$ cat config.mk
export PLATFORM = sky130hd
export DESIGN_NAME = expression_language_lexer
export DESIGN_NICKNAME = d
export VERILOG_FILES = /design/src/elx_pkg.sv /design/src/expression_language_lexer.sv
export SDC_FILE = /design/constraint.sdc
export NUM_CORES = 1
export LEC_CHECK = 0
export BUFFER_PORTS_ARGS = -buffer_cell sky130_fd_sc_hd__buf_2
export CAP_MARGIN = 5
export CELL_PAD_IN_SITES_DETAIL_PLACEMENT = 2
export CELL_PAD_IN_SITES_GLOBAL_PLACEMENT = 2
export CORE_MARGIN = 3
export CORE_UTILIZATION = 37
export CTS_BUF_LIST = sky130_fd_sc_hd__clkbuf_4 sky130_fd_sc_hd__clkbuf_8
export DETAILED_ROUTE_END_ITERATION = 6
export GPL_ROUTABILITY_DRIVEN = 0
export GPL_TIMING_DRIVEN = 0
export MAX_ROUTING_LAYER = met4
export PLACE_DENSITY_LB_ADDON = 0.1
export RECOVER_POWER = 25
export SLEW_MARGIN = 20
export SYNTH_ARGS = -nofsm -noshare
export SYNTH_HDL_FRONTEND = slang
export SYNTH_SLANG_ARGS = --single-unit
$ cat constraint.sdc
create_clock -name clk -period 8.43 [get_ports clk]
set_clock_uncertainty 0.1 [all_clocks]
set_input_delay 1.686 -clock clk [delete_from_list [all_inputs] [get_ports clk]]
set_output_delay 1.686 -clock clk [all_outputs]
set_load 0.05 [all_outputs]
$ cat src/elx_pkg.sv
// shared types, character codes and token start decode for the expression lexer
`default_nettype none

package elx_pkg;

  localparam int LENGTH_BITS_DEF = 8;
  localparam int OQ_DEPTH        = 4;
  localparam int OQ_PTR_W        = $clog2(OQ_DEPTH);
  localparam int OQ_CNT_W        = $clog2(OQ_DEPTH + 1);

  typedef enum logic [4:0] {
    K_EOF     = 5'd0,
    K_COMMA   = 5'd1,
    K_LPAREN  = 5'd2,
    K_RPAREN  = 5'd3,
    K_SEMI    = 5'd4,
    K_PLUS    = 5'd5,
    K_MINUS   = 5'd6,
    K_STAR    = 5'd7,
    K_SLASH   = 5'd8,
    K_GT      = 5'd9,
    K_GE      = 5'd10,
    K_LT      = 5'd11,
    K_LE      = 5'd12,
    K_ASSIGN  = 5'd13,
    K_EQ      = 5'd14,
    K_NE      = 5'd15,
    K_UNKNOWN = 5'd16,
    K_NUMBER  = 5'd17,
    K_IDENT   = 5'd18
  } kind_t;

  typedef enum logic [7:0] {
    M_IDLE    = 8'b0000_0001,
    M_COMMENT = 8'b0000_0010,
    M_GT      = 8'b0000_0100,
    M_LT      = 8'b0000_1000,
    M_EQ      = 8'b0001_0000,
    M_BANG    = 8'b0010_0000,
    M_NUMBER  = 8'b0100_0000,
    M_IDENT   = 8'b1000_0000
  } mode_t;

  localparam logic [7:0] CH_COMMA  = 8'h2C;
  localparam logic [7:0] CH_LPAREN = 8'h28;
  localparam logic [7:0] CH_RPAREN = 8'h29;
  localparam logic [7:0] CH_SEMI   = 8'h3B;
  localparam logic [7:0] CH_PLUS   = 8'h2B;
  localparam logic [7:0] CH_MINUS  = 8'h2D;
  localparam logic [7:0] CH_STAR   = 8'h2A;
  localparam logic [7:0] CH_SLASH  = 8'h2F;
  localparam logic [7:0] CH_HASH   = 8'h23;
  localparam logic [7:0] CH_NL     = 8'h0A;
  localparam logic [7:0] CH_SPACE  = 8'h20;
  localparam logic [7:0] CH_EQ     = 8'h3D;
  localparam logic [7:0] CH_BANG   = 8'h21;
  localparam logic [7:0] CH_POINT  = 8'h2E;
  localparam logic [7:0] CH_GT     = 8'h3E;
  localparam logic [7:0] CH_LT     = 8'h3C;

  typedef struct packed {
    logic [7:0] ch;
    logic       is_end;
  } in_t;

  typedef struct packed {
    kind_t      kind;
    logic [7:0] length;
    logic       last;
  } out_t;

  // decoded effect of a byte seen with no token pending
  typedef struct packed {
    mode_t mode;
    logic  begins_len;
    logic  emits;
    kind_t kind;
  } start_t;

  function automatic logic is_digit(input logic [7:0] c);
    return (c >= 8'h30) && (c <= 8'h39);
  endfunction

  function automatic logic is_letter(input logic [7:0] c);
    return ((c >= 8'h41) && (c <= 8'h5A)) || ((c >= 8'h61) && (c <= 8'h7A));
  endfunction

  function automatic start_t start_token(input logic [7:0] c);
    start_t s;
    s.mode       = M_IDLE;
    s.begins_len = 1'b0;
    s.emits      = 1'b0;
    s.kind       = K_UNKNOWN;
    case (c)
      CH_COMMA:  begin s.emits = 1'b1; s.kind = K_COMMA;  end
      CH_LPAREN: begin s.emits = 1'b1; s.kind = K_LPAREN; end
      CH_RPAREN: begin s.emits = 1'b1; s.kind = K_RPAREN; end
      CH_SEMI:   begin s.emits = 1'b1; s.kind = K_SEMI;   end
      CH_PLUS:   begin s.emits = 1'b1; s.kind = K_PLUS;   end
      CH_MINUS:  begin s.emits = 1'b1; s.kind = K_MINUS;  end
      CH_STAR:   begin s.emits = 1'b1; s.kind = K_STAR;   end
      CH_SLASH:  begin s.emits = 1'b1; s.kind = K_SLASH;  end
      CH_HASH:   s.mode = M_COMMENT;
      CH_NL:     s.mode = M_IDLE;
      CH_SPACE:  s.mode = M_IDLE;
      CH_GT:     s.mode = M_GT;
      CH_LT:     s.mode = M_LT;
      CH_EQ:     s.mode = M_EQ;
      CH_BANG:   s.mode = M_BANG;
      default: begin
        if (is_digit(c)) begin
          s.mode       = M_NUMBER;
          s.begins_len = 1'b1;
        end else if (is_letter(c)) begin
          s.mode       = M_IDENT;
          s.begins_len = 1'b1;
        end else begin
          s.emits = 1'b1;
          s.kind  = K_UNKNOWN;
        end
      end
    endcase
    return s;
  endfunction

endpackage

`default_nettype wire

$ cat src/expression_language_lexer.sv
// expression lexer top level: scan state, token decode and result queue
// results of a byte are registered into the result queue and offered on out_ in order
// throughput: one byte per cycle while out_ready is high and each byte yields at most
//   one token; a byte that yields two tokens (a flush plus a new token, a flush plus eof,
//   or a bad number plus a lone point) fills the 4-entry result queue faster than the single result port drains it
// reset: rst_n low clears the scan state to idle and empties the result queue
`default_nettype none

module expression_language_lexer import elx_pkg::*; #(
  parameter int LENGTH_BITS = LENGTH_BITS_DEF
) (
  input  wire      clk,
  input  wire      rst_n,
  input  wire      in_valid,
  output logic     in_ready,
  input  wire in_t in_data,
  output logic     out_valid,
  input  wire      out_ready,
  output out_t     out_data
);

  localparam logic [LENGTH_BITS-1:0] LEN_MAX = {LENGTH_BITS{1'b1}};
  localparam logic [LENGTH_BITS-1:0] LEN_ONE = LENGTH_BITS'(1);

  // scan state
  mode_t                  mode_r, mode_nxt;
  logic [LENGTH_BITS-1:0] tok_len_r, tok_len_nxt;
  logic                   point_r, point_nxt;

  // result queue
  out_t                   q_r [OQ_DEPTH];
  logic [OQ_PTR_W-1:0]    wr_ptr_r, wr_ptr_nxt;
  logic [OQ_PTR_W-1:0]    rd_ptr_r, rd_ptr_nxt;
  logic [OQ_CNT_W-1:0]    cnt_r, cnt_nxt;

  logic                   in_acc;
  logic                   out_acc;

  // decode of the current byte
  logic [LENGTH_BITS-1:0] len_inc;
  logic [7:0]             len_rep;
  logic [7:0]             inc_rep;
  start_t                 st;
  logic                   flush_v;
  kind_t                  flush_kind;
  logic [7:0]             flush_len;
  kind_t                  cmp_kind;

  kind_t                  res_kind [2];
  logic [7:0]             res_len  [2];
  logic [1:0]             res_n;
  out_t                   res0, res1;
  logic [1:0]             push_n;

  assign in_acc  = in_valid && in_ready;
  assign out_acc = out_valid && out_ready;

  // room for the worst case of two results per byte
  assign in_ready  = (cnt_r <= OQ_CNT_W'(OQ_DEPTH - 2));
  assign out_valid = (cnt_r != '0);
  assign out_data  = q_r[rd_ptr_r];

  // saturating length arithmetic, reported length clipped to eight bits
  assign len_inc = (tok_len_r == LEN_MAX) ? tok_len_r : tok_len_r + LEN_ONE;
  assign len_rep = (32'(tok_len_r) > 32'd255) ? 8'd255 : 8'(tok_len_r);
  assign inc_rep = (32'(len_inc) > 32'd255) ? 8'd255 : 8'(len_inc);

  assign st = start_token(in_data.ch);

  // token left pending by a lookahead mode
  always_comb begin
    flush_v    = 1'b1;
    flush_kind = K_UNKNOWN;
    flush_len  = 8'd1;
    cmp_kind   = K_NE;
    case (mode_r)
      M_GT:     begin flush_kind = K_GT;     cmp_kind = K_GE; end
      M_LT:     begin flush_kind = K_LT;     cmp_kind = K_LE; end
      M_EQ:     begin flush_kind = K_ASSIGN; cmp_kind = K_EQ; end
      M_BANG:   begin flush_kind = K_UNKNOWN; cmp_kind = K_NE; end
      M_NUMBER: begin flush_kind = K_NUMBER; flush_len = len_rep; end
      M_IDENT:  begin flush_kind = K_IDENT;  flush_len = len_rep; end
      default:  flush_v = 1'b0;
    endcase
  end

  // next scan state and the zero to two tokens this byte produces
  always_comb begin
    mode_nxt    = mode_r;
    tok_len_nxt = tok_len_r;
    point_nxt   = point_r;
    res_kind[0] = K_EOF;
    res_kind[1] = K_EOF;
    res_len[0]  = 8'd0;
    res_len[1]  = 8'd0;
    res_n       = 2'd0;

    if (in_data.is_end) begin
      // flush anything pending, then eof; a comment just ends
      if (flush_v) begin
        res_kind[res_n[0]] = flush_kind;
        res_len[res_n[0]]  = flush_len;
        res_n              = res_n + 2'd1;
      end
      res_kind[res_n[0]] = K_EOF;
      res_len[res_n[0]]  = 8'd0;
      res_n              = res_n + 2'd1;
      mode_nxt    = M_IDLE;
      tok_len_nxt = '0;
      point_nxt   = 1'b0;
    end else begin
      case (mode_r)
        M_COMMENT: begin
          if (in_data.ch == CH_NL) begin
            mode_nxt    = M_IDLE;
            tok_len_nxt = '0;
            point_nxt   = 1'b0;
          end
        end
        M_GT, M_LT, M_EQ, M_BANG: begin
          if (in_data.ch == CH_EQ) begin
            // two-character comparison
            res_kind[res_n[0]] = cmp_kind;
            res_len[res_n[0]]  = 8'd2;
            res_n              = res_n + 2'd1;
            mode_nxt    = M_IDLE;
            tok_len_nxt = '0;
            point_nxt   = 1'b0;
          end else begin
            res_kind[res_n[0]] = flush_kind;
            res_len[res_n[0]]  = flush_len;
            res_n              = res_n + 2'd1;
            mode_nxt    = st.mode;
            tok_len_nxt = st.begins_len ? LEN_ONE : '0;
            point_nxt   = 1'b0;
            if (st.emits) begin
              res_kind[res_n[0]] = st.kind;
              res_len[res_n[0]]  = 8'd1;
              res_n              = res_n + 2'd1;
            end
          end
        end
        M_NUMBER: begin
          if (is_digit(in_data.ch)) begin
            tok_len_nxt = len_inc;
          end else if (in_data.ch == CH_POINT && !point_r) begin
            point_nxt   = 1'b1;
            tok_len_nxt = len_inc;
          end else if (in_data.ch == CH_POINT) begin
            // second point: bad number including the point, then a lone point
            res_kind[res_n[0]] = K_UNKNOWN;
            res_len[res_n[0]]  = inc_rep;
            res_n              = res_n + 2'd1;
            res_kind[res_n[0]] = K_UNKNOWN;
            res_len[res_n[0]]  = 8'd1;
            res_n              = res_n + 2'd1;
            mode_nxt    = M_IDLE;
            tok_len_nxt = '0;
            point_nxt   = 1'b0;
          end else begin
            res_kind[res_n[0]] = flush_kind;
            res_len[res_n[0]]  = flush_len;
            res_n              = res_n + 2'd1;
            mode_nxt    = st.mode;
            tok_len_nxt = st.begins_len ? LEN_ONE : '0;
            point_nxt   = 1'b0;
            if (st.emits) begin
              res_kind[res_n[0]] = st.kind;
              res_len[res_n[0]]  = 8'd1;
              res_n              = res_n + 2'd1;
            end
          end
        end
        M_IDENT: begin
          if (is_digit(in_data.ch) || is_letter(in_data.ch)) begin
            tok_len_nxt = len_inc;
          end else begin
            res_kind[res_n[0]] = flush_kind;
            res_len[res_n[0]]  = flush_len;
            res_n              = res_n + 2'd1;
            mode_nxt    = st.mode;
            tok_len_nxt = st.begins_len ? LEN_ONE : '0;
            point_nxt   = 1'b0;
            if (st.emits) begin
              res_kind[res_n[0]] = st.kind;
              res_len[res_n[0]]  = 8'd1;
              res_n              = res_n + 2'd1;
            end
          end
        end
        default: begin
          // idle: byte opens a token or is a one-character token itself
          mode_nxt    = st.mode;
          tok_len_nxt = st.begins_len ? LEN_ONE : '0;
          point_nxt   = 1'b0;
          if (st.emits) begin
            res_kind[res_n[0]] = st.kind;
            res_len[res_n[0]]  = 8'd1;
            res_n              = res_n + 2'd1;
          end
        end
      endcase
    end
  end

  // pack results, marking the last one of this transaction
  always_comb begin
    res0.kind   = res_kind[0];
    res0.length = res_len[0];
    res0.last   = (res_n == 2'd1);
    res1.kind   = res_kind[1];
    res1.length = res_len[1];
    res1.last   = 1'b1;
  end

  assign push_n = in_acc ? res_n : 2'd0;

  assign wr_ptr_nxt = wr_ptr_r + OQ_PTR_W'(push_n);
  assign rd_ptr_nxt = rd_ptr_r + OQ_PTR_W'(out_acc);
  assign cnt_nxt    = cnt_r + OQ_CNT_W'(push_n) - OQ_CNT_W'(out_acc);

  // scan state and queue control
  always_ff @(posedge clk) begin
    if (!rst_n) begin
      mode_r    <= M_IDLE;
      tok_len_r <= '0;
      point_r   <= 1'b0;
      wr_ptr_r  <= '0;
      rd_ptr_r  <= '0;
      cnt_r     <= '0;
    end else begin
      if (in_acc) begin
        mode_r    <= mode_nxt;
        tok_len_r <= tok_len_nxt;
        point_r   <= point_nxt;
      end
      wr_ptr_r <= wr_ptr_nxt;
      rd_ptr_r <= rd_ptr_nxt;
      cnt_r    <= cnt_nxt;
    end
  end

  // queue storage, first result at the write pointer, second right after it
  always_ff @(posedge clk) begin
    if (push_n != 2'd0) begin
      q_r[wr_ptr_r] <= res0;
    end
    if (push_n == 2'd2) begin
      q_r[wr_ptr_r + OQ_PTR_W'(1)] <= res1;
    end
  end

  // queue never overfills
  a_cnt_bound: assert property (@(posedge clk) disable iff (!rst_n)
    cnt_r <= OQ_CNT_W'(OQ_DEPTH))
    else $error("result queue overflow");

  // end marker always returns the scanner to idle
  a_end_idle: assert property (@(posedge clk) disable iff (!rst_n)
    in_acc && in_data.is_end |=> mode_r == M_IDLE)
    else $error("scanner not idle after end marker");

  // idle scanner carries no length or point
  a_idle_clean: assert property (@(posedge clk) disable iff (!rst_n)
    mode_r == M_IDLE |-> (tok_len_r == '0) && !point_r)
    else $error("stale token state while idle");

  // a pop with no push shrinks the queue by one
  a_pop_only: assert property (@(posedge clk) disable iff (!rst_n)
    out_acc && !in_acc |=> cnt_r == $past(cnt_r) - OQ_CNT_W'(1))
    else $error("queue count wrong after pop");

endmodule

`default_nettype wire
After elaboration in Yosys (flattened, before gate mapping)
Memories as Yosys holds them, arrays and structs flattened. A register that Yosys moved wholly into a read port is not among the register bits.
Cells that the tools add are included.
W data, S select, Z words.
{"block": "classes", "reduce_logical": 21, "bitwise": 5, "addsub": 7, "eq_ne": 30, "n_lt_le_gt_ge": 9, "multipliers": 0, "shift": 0, "n_mux": 80, "div_mod_pow": 0}
{"cell": "$mux W8", "count": 18}
{"cell": "$eq A8 B6 Y1 const B", "count": 16}
{"cell": "$pmux W8 S4", "count": 3}
{"cell": "$mux W16", "count": 5}
{"cell": "$pmux W6 S9", "count": 1}
{"cell": "$mux W10", "count": 5}
{"cell": "$pmux W8 S6", "count": 1}
{"cell": "$mux W5", "count": 6}
{"cell": "$pmux W5 S5", "count": 1}
{"cell": "$pmux W8 S3", "count": 1}
{"cell": "$mux W2", "count": 10}
{"cell": "$pmux W5 S4", "count": 1}
{"cell": "$mux W1", "count": 18}
{"cell": "$mux W9", "count": 2}
{"cell": "$and A16 B16 Y16", "count": 1}
{"cell": "$eq A8 B4 Y1 const B", "count": 2}
{"cell": "$eq A8 B8 Y1 const B", "count": 2}
{"cell": "$ge A8 B7 Y1 const B", "count": 2}
{"cell": "$le A8 B7 Y1 const B", "count": 2}
{"cell": "$not A16 Y16", "count": 1}
{"cell": "$pmux W5 S3", "count": 1}
{"cell": "$reduce_or A15 Y1", "count": 1}
{"cell": "$mux W6", "count": 2}
{"cell": "$ne A3 B3 Y1 const B", "count": 4}
{"cell": "other kinds (38)", "count": 46}
{"block": "word_totals", "latchBits": 0, "ram_bits": 56, "output_inout_bits": 16, "romBits": 0, "n_memories": 1, "ff_bits": 24, "word_cells": 159}
{"name": "q_r", "depth": 4, "word_bits": 14, "rd": 1, "rd_ports_with_merged_regs": 1, "wr": 2, "line_no": "expression_language_lexer.sv:31", "source": "out_t q_r [OQ_DEPTH];"}

Logic depth before layout (Yosys ltp)
Gate-level depths: netlist (run 1).
{"block": "depth", "ltp_word": 16, "depth_mapped": 15}

Worst setup path before layout (run 1)
Ideal clock, no wire load.
{"block": "synth_path", "path_type": "input port to flip-flop", "start": "input port in_data[4] in the netlist's numbering", "end": "register cnt_r[2]", "required_time_ps": 8215, "t_arrival_ps": 4583, "setup_time_ps": 115, "n_path_buf": 3, "path_slack_ps": 3632, "stages": 15, "cell_sequence": "buf_2 nor3_1 nand2_1 a31oi_1 buf_4 nand3_1 o31a_1 buf_6 nand2b_1 ha_1 inv_1 fa_1 xnor2_1 xnor2_1 and2_1"}
{"block": "synth_between", "elab_chain_len": 15}
{"item": "start: declaration", "line_no": "expression_language_lexer.sv:16", "source": "input wire in_t in_data,"}
{"item": "$ge A8 B7 Y1 / $le A8 B7 Y1 (equally long branches)", "line_no": "elx_pkg.sv:85", "source": "return ((c >= 8'h41) && (c <= 8'h5A)) || ((c >= 8'h61) && (c <= 8'h7A));"}
{"item": "$logic_and A1 B1 Y1", "line_no": "elx_pkg.sv:85"}
{"item": "$logic_or A1 B1 Y1", "line_no": "elx_pkg.sv:85"}
{"item": "$mux W6", "line_no": "elx_pkg.sv:114", "source": "end else if (is_letter(c)) begin"}
{"item": "$mux W6", "line_no": "elx_pkg.sv:111", "source": "if (is_digit(c)) begin"}
{"item": "$pmux W6 S9", "line_no": "elx_pkg.sv:94", "source": "case (c)"}
{"item": "$mux W2", "line_no": "expression_language_lexer.sv:136, expression_language_lexer.sv:167, expression_language_lexer.sv:184"}
{"item": "$mux W2", "line_no": "expression_language_lexer.sv:149", "source": "end else if (in_data.ch == CH_POINT) begin"}
{"item": "$mux W2", "line_no": "expression_language_lexer.sv:146", "source": "end else if (in_data.ch == CH_POINT && !point_r) begin"}
{"item": "$mux W2", "line_no": "expression_language_lexer.sv:144", "source": "if (is_digit(in_data.ch)) begin"}
{"item": "$pmux W2 S4 *", "line_no": "expression_language_lexer.sv:112", "source": "case (mode_r)"}
{"item": "$mux W2 *", "line_no": "expression_language_lexer.sv:98", "source": "if (in_data.is_end) begin"}
{"item": "$mux W2 *", "line_no": "expression_language_lexer.sv:216", "source": "assign push_n = in_acc ? res_n : 2'd0;"}
{"item": "$add A3 B2 Y3 *", "line_no": "expression_language_lexer.sv:220", "source": "assign cnt_nxt = cnt_r + OQ_CNT_W'(push_n) - OQ_CNT_W'(out_acc);"}
{"item": "$sub A3 B1 Y3 *", "line_no": "expression_language_lexer.sv:220"}
{"item": "end signal: assignment", "line_no": "expression_language_lexer.sv:239", "source": "cnt_r <= cnt_nxt;"}
{"item": "end: declaration", "line_no": "expression_language_lexer.sv:34", "source": "logic [OQ_CNT_W-1:0] cnt_r, cnt_nxt;"}
Mark *: on every way between the ends. The rest lies on a longest branch, timed or not.
A chain may end at the register's enable or synchronous reset.

Worst setup path after layout (run 1)
Same ends and word-level chain as after synthesis.

==> results of run 1 <==
==> critical path: cells and delay by family <==
kind | cells | cell delay, ns
XOR/XNOR | 2 | 0.27
AO/OA/AOI/OAI | 2 | 0.82
adder cells (fa/ha/maj) | 2 | 0.71
AND/OR/NAND/NOR | 5 | 1.13
buffers and inverters | 5 | 0.76
==> synthesized netlist by cell type, types with 4 or more instances <==
cell type / n / area [um2]
dfxtp_1: 56 / 1120
nand2_1: 55 / 206
nor2_1: 35 / 131
o22ai_1: 35 / 219
a21oi_1: 34 / 170
edfxtp_1: 24 / 721
clkbuf_1: 21 / 78.8
a211oi_1: 19 / 143
and2_1: 19 / 119
nand3_1: 18 / 90.1
o21ai_0: 18 / 90.1
and3_1: 16 / 100
inv_1: 16 / 60.1
mux4_2: 14 / 315
o211ai_1: 14 / 105
or3_1: 14 / 87.6
buf_2: 13 / 65.1
a22oi_1: 10 / 75.1
a21boi_0: 9 / 67.6
nand2b_1: 9 / 56.3
nand4_1: 9 / 56.3
nor2b_1: 7 / 43.8
ha_1: 6 / 75.1
nor3_1: 6 / 30.0
nor3b_1: 5 / 37.5
nor4_1: 5 / 31.3
o211a_1: 5 / 50.1
xor2_1: 5 / 43.8
a221o_1: 4 / 40.0
a32o_1: 4 / 40.0
and4b_1: 4 / 40.0
o21ai_1: 4 / 20.0
o221a_2: 4 / 45.0
o311ai_0: 4 / 35.0
or4_1: 4 / 30.0
xnor2_1: 4 / 35.0
==> metal layers <==
layer,part of all wire,routed length [um],track usage,vias to the layer above
li1,-,-,-,2341
met3,0.038,760,0.0509,23
met5,0,0,-,-
met1,0.45,8860,0.349,2642
met2,0.50,9810,0.458,117
met4,0.016,319,0.0664,0
==> placed cells by master (no fill, tap or decap), drive strengths merged, types with 4 or more instances in the layout <==
cell type,synthesis,final
nor2b,7,7
mux4,14,14
o311ai,4,4
o211ai,14,14
nand3,18,18
edfxtp,24,24
buf,19,34
clkbuf,21,44
nor3,6,6
or4,5,5
dfxtp,56,56
o221a,4,4
nor3b,5,5
a211oi,20,20
nor2,35,35
o22ai,35,35
nor4,6,6
nand4,9,9
o211a,5,5
nand2,55,55
a32o,4,4
and4b,4,4
a22oi,10,10
and3,16,16
inv,16,17
or3,14,14
nand2b,9,9
a221o,4,4
or2,4,4
xor2,5,5
ha,6,6
o21ai,22,22
xnor2,4,4
and2,20,20
a21oi,34,34
a21boi,9,9
==> layout make-up <==
class	instances	area, um2	share of cell area
multi-input cells	447	3070	0.534
flip-flops and latches	80	1840	0.321
well taps	176	220	0.0383
plain buffers	40	185	0.0322
clock buffers	11	139	0.0242
repair buffers	27	121	0.0211
clock inverters	5	106	0.0185
inverters	16	60.1	0.0105
diodes	1	2.50	0.000436
==> report_power, final <==
group	internal (mW)	leakage (nW)	switching [mW]
combinational	0.177	1.18	0.347
clock	0.205	0.121	0.158
sequential	0.473	0.691	0.0486
==> sequential cells by signal (all words and copies together) (netlist names) <==
name	count
point_r	1
wr_ptr_r	2
len_rep	8
mode_r	8
q_r	56
rd_ptr_r	2
cnt_r	3
==> worst max path at each step <==
stage / from / endpoint
final: in_data[4] / cnt_r[2]$_SDFF_PN0_
after global routing: in_data[4] / cnt_r[2]$_SDFF_PN0_
after CTS: in_data[4] / cnt_r[2]$_SDFF_PN0_
after detailed placement: in_data[4] / cnt_r[2]$_SDFF_PN0_
after global placement: in_data[4] / cnt_r[2]$_SDFF_PN0_
after floorplan: in_data[4] / cnt_r[2]$_SDFF_PN0_
==> logic make-up after synthesis <==
group                      count (synthesis)
muxes                                     17
xor gates and xnor gates                   9
DFF                                       80
adders and majority gates                  7
AOI/OAI and AO/OA                        194
and+or+nand+nor                          220
buffers and inverters                     56
==> flow_metrics.py, run 1 <==
metrics = {
    "run_status": {
        "status": "complete, no violations",
    },
    "worst_setup_path": {
        "cp_slowest_cell": "o31a_1",
        "reg2reg_slack_ns": 4.36,
        "arrival_ns": 5.39,
        "critical_path_class": "in -> reg",
        "max_stage_delay_ns": 0.49,
        "crit_chain": "buf_2, buf_2, nor3_1, nand2_1, a31oi_1, buf_4, nand3_1, o31a_1, buf_6, nand2b_1, ha_1, inv_1, fa_1, xnor2_1, xnor2_1, and2_1",
        "critPathRequiredTime_ns": 8.62,
        "crit_fanout": 10,
        "worst_setup_path_start_kind": "input pin",
        "r2r_start": "mode_r[6]$_SDFFE_PN0P_",
        "end_kind": "flip-flop",
        "r2r_cells": 13,
        "timing.rr.end": "cnt_r[2]$_SDFF_PN0_",
    },
    "routing": {
        "route.detailed.drc": 0,
        "drt_first_iter_violations": 472,
        "drt_first_pass_iters": 5,
        "routed_wl_um": 19700,
        "wire_per_inst_um": 24.6,
        "route.vias.total": 5123,
        "avgViaCountPerCell": 6.38,
        "drtAntennaViolNets": 0,
    },
    "logic_synthesis": {
        "synthXorXnorAreaFrac": 0.0153,
        "async_flop_share": 0,
        "syn_inst": 583,
        "synth_edf_count": 24,
        "ys_seq_area_frac": 0.357,
        "dominantRegCellSynth": "dfxtp_1",
        "netlist_area_mm2": 0.00516,
        "synth_warnings": 0,
        "avgSynthCellArea_um2": 8.84,
        "synth_cell_types": 67,
        "synth.area.mux_share": 0.0672,
        "synth-simple-area-share": 0.231,
        "synth_top_family_by_area": "compound AO/OA/AOI/OAI gates",
        "synth_compound_area_frac": 0.263,
        "syn_nets": 603,
        "synth_adder_area_share": 0.0184,
        "ys_ff_latch": 80,
    },
    "clock_network": {
        "cts_buffers": 9,
        "cts_setup_buffers": 0,
        "clk_latency_ns": 0.39,
        "clkTransAtPathRegs_ns": 0.09,
        "cts_resized": 0,
        "cts_root_buf": "clkbuf_8",
        "cts_tree": "done",
        "cts_hold_buf": 0,
        "ctsHtreeMaxLevel": 3,
        "cts_buffer_depth": 2,
        "clkSinkCount": 80,
    },
    "floorplanning": {
        "std_cell_rows": 42,
        "io_pins": 29,
        "die_w_um": 124,
        "start_util": 0.383,
        "die_y_um": 124,
        "core_area_mm2": 0.0135,
        "dieArea_mm2": 0.0154,
    },
    "global_route": {
        "grt_pass1_wl_um": 31100,
        "antenna_found_initial": 1,
        "grt-ovfl-total": 0,
        "grt_pass1_vias": 5300,
        "track_usage": 0.276,
        "grt_max_degree": 15,
    },
    "place": {
        "placed_cells": 786,
        "port_buffers": 27,
        "post-dp-hpwl_um": 15000,
        "place_ws_ns": 2.90,
        "placed_area_mm2": 0.00551,
    },
    "layout": {
        "fin_nets": 641,
        "fill_cells": 1529,
        "drive_gt1_frac": 0.121,
        "syn2layout_area_growth_pct": 11.4,
        "utilization": 0.427,
        "final_cells": 803,
        "stdcell_area_mm2": 0.00575,
    },
    "power": {
        "power_density_mw_per_mm2": 245,
        "vdd_drop_max_mv": 0.0961,
        "power_leakage_nw": 2.00,
        "p_total_mw": 1.41,
    },
    "sta": {
        "finalCritPeriodShare": 0.617,
        "hold_viol": 0,
        "tightest_slew_ns": 1.10,
        "grt_setup_unrepaired": "no",
        "drv_slew": 0,
        "fin_crit_ns": 5.20,
        "slew-limit-headroom": 0.264,
        "fin_tns_setup_ns": 0,
        "setup_slack_ns": 3.23,
        "fmax_mhz": 192,
        "setup_violations": 0,
        "timing.hold.ws_ns": 0.369,
    },
    "min_path": {
        "whs_path_depth": 2,
        "holdCritStartpoint": "q_r[2][4]$_SDFFE_PP0N_",
        "hold_path_class": "reg -> reg",
        "min_to": "q_r[2][4]$_SDFFE_PP0N_",
    },
    "flow_run": {
        "maxCapViolCount": 0,
    },
}
Note: power is estimated with default switching activity, not from simulation.
==> inputs of run 2 (changes only) <==
--- a/config.mk
+++ b/config.mk
@@ -10,7 +10,7 @@
 export CELL_PAD_IN_SITES_DETAIL_PLACEMENT = 2
 export CELL_PAD_IN_SITES_GLOBAL_PLACEMENT = 2
 export CORE_MARGIN = 3
-export CORE_UTILIZATION = 37
+export CORE_UTILIZATION = 36
 export CTS_BUF_LIST = sky130_fd_sc_hd__clkbuf_4 sky130_fd_sc_hd__clkbuf_8
 export DETAILED_ROUTE_END_ITERATION = 6
 export GPL_ROUTABILITY_DRIVEN = 0
==> constraint.sdc (replaced) <==
create_clock -name clk -period 4.7 [get_ports clk]
set_clock_uncertainty 0.1 [all_clocks]
set_input_delay 0.94 -clock clk [delete_from_list [all_inputs] [get_ports clk]]
set_output_delay 0.94 -clock clk [all_outputs]
set_load 0.05 [all_outputs]
==> flow_metrics.py, run 2 (synthesis gave the netlist of run 1 again) <==
metrics = {
    "power": {
        "p_total_mw": 2.45,
        "power_density_mw_per_mm2": 429,
        "power_leakage_nw": 1.98,
        "swShare": 0.419,
        "clkPwrFrac": 0.230,
        "power_frac_seq": 0.384,
        "combPwrFrac": 0.387,
        "p_sw_mw": 1.03,
        "vdd_drop_max_mv": 0.139,
        "p_int_mw": 1.42,
    },
    "sta": {
        "finalCritPeriodShare": 0.944,
        "tightest_slew_ns": 1.09,
        "fin_crit_ns": 4.43,
        "fmax_mhz": 225,
        "grt_setup_unrepaired": "no",
        "drv_slew": 0,
        "setup_violations": 0,
        "fin_tns_setup_ns": 0,
        "hold_viol": 0,
        "slew-limit-headroom": 0.270,
    },
    "clock_network": {
        "ctsHtreeMaxLevel": 3,
        "cts_buffer_depth": 2,
        "cts_hold_buf": 0,
        "clkTransAtPathRegs_ns": 0.10,
        "clkSinkCount": 80,
        "cts_buffers": 9,
        "cts_tree": "done",
        "clk_latency_ns": 0.39,
        "cts_root_buf": "clkbuf_8",
    },
    "global_route": {
        "antenna_found_initial": 0,
        "grt_max_degree": 16,
        "track_usage": 0.268,
        "grt-ovfl-total": 0,
        "grt_pass1_vias": 5398,
        "grt_pass1_wl_um": 32100,
    },
    "layout": {
        "syn2layout_area_growth_pct": 10.7,
        "stdcell_area_mm2": 0.00571,
        "fill_cells": 1552,
        "final_common_cell": "dfxtp_1",
        "multiInputGateArea_mm2": 0.00307,
        "diodes": 0,
        "fin_nets": 641,
        "layout_common_cells": "56 x dfxtp_1, 55 x nand2_1, 35 x nor2_1, 35 x o22ai_1, 34 x a21oi_1",
        "final_cells": 806,
        "regMostFlops": "q_r",
        "drive_gt1_frac": 0.121,
        "register_area_mm2": 0.00184,
        "utilization": 0.410,
        "largest_reg_flops": 56,
    },
    "routing": {
        "wire_per_inst_um": 25.2,
        "drt_first_iter_violations": 526,
        "route.detailed.drc": 0,
        "avgViaCountPerCell": 6.39,
        "route.vias.total": 5149,
        "drt_first_pass_iters": 5,
        "drtAntennaViolNets": 0,
        "routed_wl_um": 20400,
    },
    "place": {
        "port_buffers": 27,
        "placed_cells": 790,
        "post-dp-hpwl_um": 15300,
        "placed_area_mm2": 0.00552,
    },
    "min_path": {
        "hold_path_class": "reg -> reg",
    },
    "floorplanning": {
        "core_area_mm2": 0.0139,
        "die_w_um": 126,
        "dieArea_mm2": 0.0158,
        "std_cell_rows": 43,
        "start_util": 0.370,
        "io_pins": 29,
        "die_y_um": 126,
    },
    "worst_setup_path": {
        "worst_setup_path_start_kind": "input pin",
        "critical_path_class": "in -> reg",
        "crit_fanout": 10,
        "cp_slowest_cell": "o31a_1",
        "critPathRequiredTime_ns": 4.89,
        "end_kind": "flip-flop",
        "arrival_ns": 4.63,
        "crit_chain": "buf_2, buf_2, nor2_1, nand2_1, a31oi_1, buf_4, nand3_1, o31a_1, buf_6, nand2b_1, ha_1, inv_1, fa_1, xnor2_1, xnor2_1, and2_1",
        "max_stage_delay_ns": 0.50,
        "crit_family": "simple AND/OR/NAND/NOR gates",
        "cp.buffers_inverters": 5,
    },
    "flow_run": {
        "maxCapViolCount": 0,
    },
    "run_status": {
        "status": "complete, no violations",
    },
}
==> run 2: power groups by stage <==
stage | logic [mW] | clock network [mW] | registers (mW)
4_1_cts | 0.961 | 0.570 | 0.938
3_3_place_gp | 0.920 | 0 | 0.935
3_5_place_dp | 0.958 | 0 | 0.954
6_report | 0.946 | 0.562 | 0.939
2_1_floorplan | 0.726 | 0 | 0.916
5_1_grt | 1.01 | 0.597 | 0.956
==> run 2: final cells by class <==
type,instances,area share
multi-input cells,447,0.538
flip-flops and latches,80,0.323
well taps,180,0.0395
plain buffers,40,0.0318
clock buffers,9,0.0217
repair buffers,27,0.0217
clock inverters,7,0.0140
inverters,16,0.0105
==> run 2: tightest hold or removal path, delay by kind of cell (launching register included) <==
family          cells  cell delay, ns
buf+inv             1            0.05
compound gates      1            0.05
flops               1            0.33
==> run 2: path summary, 6_finish.rpt <==
path                          startpoint                     end  slack, ns  cells past startpoint
setup / recovery              in_data[2]     cnt_r[2]$_SDFF_PN0_       0.27                     16
hold / removal    q_r[1][4]$_SDFFE_PP0N_  q_r[1][4]$_SDFFE_PP0N_       0.38                      2
setup reg to reg  mode_r[2]$_SDFFE_PN0P_     cnt_r[2]$_SDFF_PN0_       0.41                     15
hold reg to reg   q_r[1][4]$_SDFFE_PP0N_  q_r[1][4]$_SDFFE_PP0N_       0.38                      2
==> run 2: what timing repair did <==
item | CTS | global route
gates resized for setup | 0 | 1
endpoints found under the setup margin | 0 | 1
buffers inserted | 0 | 0
==> run 2: metal layers <==
layer  GRT usage  vias to the layer above  routed length (um)
li1            -                     2336                   -
met1       0.353                     2634                9280
met2       0.435                      155                9870
met3      0.0297                       24                 777
met4      0.0867                        0                 425
met5           -                        -                   0
==> run 2: per-stage QoR <==
stage	setup slack, ns	hold WS, ns
3_5_place_dp	-0.223	0.371
3_3_place_gp	-0.0863	0.353
2_1_floorplan	0.648	0.331
5_1_grt	0.0932	0.400
4_1_cts	0.191	0.387
6_report	0.265	0.382
==> inputs of run 3 (changes only) <==
--- a/config.mk
+++ b/config.mk
@@ -9,6 +9,7 @@
 export CAP_MARGIN = 5
 export CELL_PAD_IN_SITES_DETAIL_PLACEMENT = 2
 export CELL_PAD_IN_SITES_GLOBAL_PLACEMENT = 2
+export CORE_ASPECT_RATIO = 1.4
 export CORE_MARGIN = 3
 export CORE_UTILIZATION = 36
 export CTS_BUF_LIST = sky130_fd_sc_hd__clkbuf_4 sky130_fd_sc_hd__clkbuf_8
==> flow_metrics.py, run 3 (synthesis gave the netlist of run 1 again) <==
metrics = {
    "global_route": {
        "grt_pass1_vias": 5415,
        "grt_max_degree": 17,
        "grt_pass1_wl_um": 30900,
        "antenna_found_initial": 0,
        "busiest_layer": "met2",
        "met1_usage": 0.294,
        "grt_use_met2": 0.473,
        "grt_use_met3": 0.0354,
        "track_usage": 0.259,
        "grt-ovfl-total": 0,
    },
    "flow_run": {
        "maxCapViolCount": 0,
    },
    "sta": {
        "setup_violations": 0,
        "drv_slew": 0,
        "hold_viol": 0,
        "tightest_slew_ns": 1.19,
        "timing.hold.ws_ns": 0.374,
        "slew-limit-headroom": 0.203,
        "grt_setup_unrepaired": "no",
        "fin_tns_setup_ns": 0,
        "fmax_mhz": 229,
        "fin_crit_ns": 4.36,
        "finalCritPeriodShare": 0.928,
    },
    "clock_network": {
        "cts_setup_buffers": 0,
        "clkSinkCount": 80,
        "cts_buffers": 9,
        "cts_buffer_depth": 2,
        "cts_root_buf": "clkbuf_8",
        "cts_tree": "done",
        "clkTransAtPathRegs_ns": 0.11,
        "ctsHtreeMaxLevel": 3,
        "clk_latency_ns": 0.37,
    },
    "floorplanning": {
        "dieArea_mm2": 0.0158,
        "start_util": 0.369,
        "die_y_um": 148,
        "core_area_mm2": 0.0140,
        "io_pins": 29,
        "std_cell_rows": 51,
        "die_w_um": 107,
    },
    "power": {
        "p_int_mw": 1.42,
        "power_density_mw_per_mm2": 425,
        "p_sw_mw": 1.01,
        "swShare": 0.415,
        "p_total_mw": 2.43,
        "clkPwrFrac": 0.231,
        "vdd_drop_max_mv": 0.220,
        "combPwrFrac": 0.383,
        "power_leakage_nw": 1.98,
        "power_frac_seq": 0.386,
    },
    "worst_setup_path": {
        "crit_fanout": 10,
        "worst_setup_path_start_kind": "input pin",
        "end_kind": "flip-flop",
        "arrival_ns": 4.53,
        "critPathRequiredTime_ns": 4.87,
        "critical_path_class": "in -> reg",
    },
    "routing": {
        "drt_first_pass_iters": 5,
        "drtAntennaViolNets": 0,
        "route.vias.total": 5028,
        "route.detailed.drc": 0,
        "routed_wl_um": 19800,
        "drt_first_iter_violations": 223,
        "wire_per_inst_um": 24.4,
        "avgViaCountPerCell": 6.20,
    },
    "layout": {
        "utilization": 0.409,
        "diodes": 0,
        "layout_common_cells": "56 x dfxtp_1, 55 x nand2_1, 35 x nor2_1, 35 x o22ai_1",
        "fin_nets": 641,
        "largest_reg_flops": 56,
        "fill_cells": 1593,
        "syn2layout_area_growth_pct": 11.0,
        "multiInputGateArea_mm2": 0.00308,
        "register_area_mm2": 0.00184,
        "final_common_cell": "dfxtp_1",
        "drive_gt1_frac": 0.120,
        "regMostFlops": "q_r",
        "final_cells": 811,
    },
    "place": {
        "post-dp-hpwl_um": 15100,
        "placed_cells": 795,
        "port_buffers": 27,
    },
    "min_path": {
        "hold_path_class": "reg -> reg",
    },
    "run_status": {
        "status": "complete, no violations",
    },
}
## run 3: cell count changes in the layout (fill, tap and decap cells not counted), sizes merged
cell	delta
buf	-2
clkbuf	+2
clkinv	-2
inv	+2
## run 3: metrics by stage
stage	setup WS [ns]	area [um2]
3_3_place_gp	-0.0682	5520
4_1_cts	0.194	5730
3_5_place_dp	-0.190	5520
6_report	0.338	5720
5_1_grt	0.0283	5720
2_1_floorplan	0.648	5160
## run 3: power by group through the flow
stage | combinational, mW | clock (mW) | sequential (mW)
floorplan | 0.726 | 0 | 0.916
global placement | 0.920 | 0 | 0.937
detailed placement | 0.952 | 0 | 0.952
CTS | 0.955 | 0.570 | 0.936
global route | 1.00 | 0.594 | 0.953
finish | 0.930 | 0.562 | 0.937
## run 3: layout make-up
type	count	share of cell area
repair buffers	27	0.0210
plain buffers	40	0.0324
clock inverters	7	0.0147
flip-flops and latches	80	0.322
clock buffers	9	0.0216
inverters	16	0.0105
multi-input cells	447	0.538
well taps	185	0.0405
## run 3: worst max-delay path: stages
cell,delay (ns)
buf_2,0.09
buf_2,0.19
o21ai_0,0.19
and3_1,0.23
a31oi_1,0.35
buf_4,0.27
nand3_1,0.29
o31a_1,0.47
buf_6,0.18
nand2b_1,0.14
ha_1,0.28
inv_1,0.05
fa_1,0.43
xnor2_1,0.21
xnor2_1,0.08
and2_1,0.15
## run 3: repair_timing
action,in CTS,in global routing
gates resized for setup,0,1
hold buffers,0,0
endpoints found under the setup margin,0,1
## run 3: final timing paths
kind,startpoint,endpoint,slack (ns),cells after the start
setup / recovery,in_data[4],cnt_r[2]$_SDFF_PN0_,0.34,16
hold / removal,q_r[3][4]$_SDFFE_PP0P_,q_r[3][4]$_SDFFE_PP0P_,0.37,2
setup reg to reg,mode_r[5]$_SDFFE_PN0P_,cnt_r[2]$_SDFF_PN0_,0.61,14
hold reg to reg,q_r[3][4]$_SDFFE_PP0P_,q_r[3][4]$_SDFFE_PP0P_,0.37,2
## run 3: routing by layer
layer  share of wire  vias up
li1                -     2336
met1            0.41     2588
met2            0.54       78
met3           0.031       26
met4           0.019        0
met5               0        -
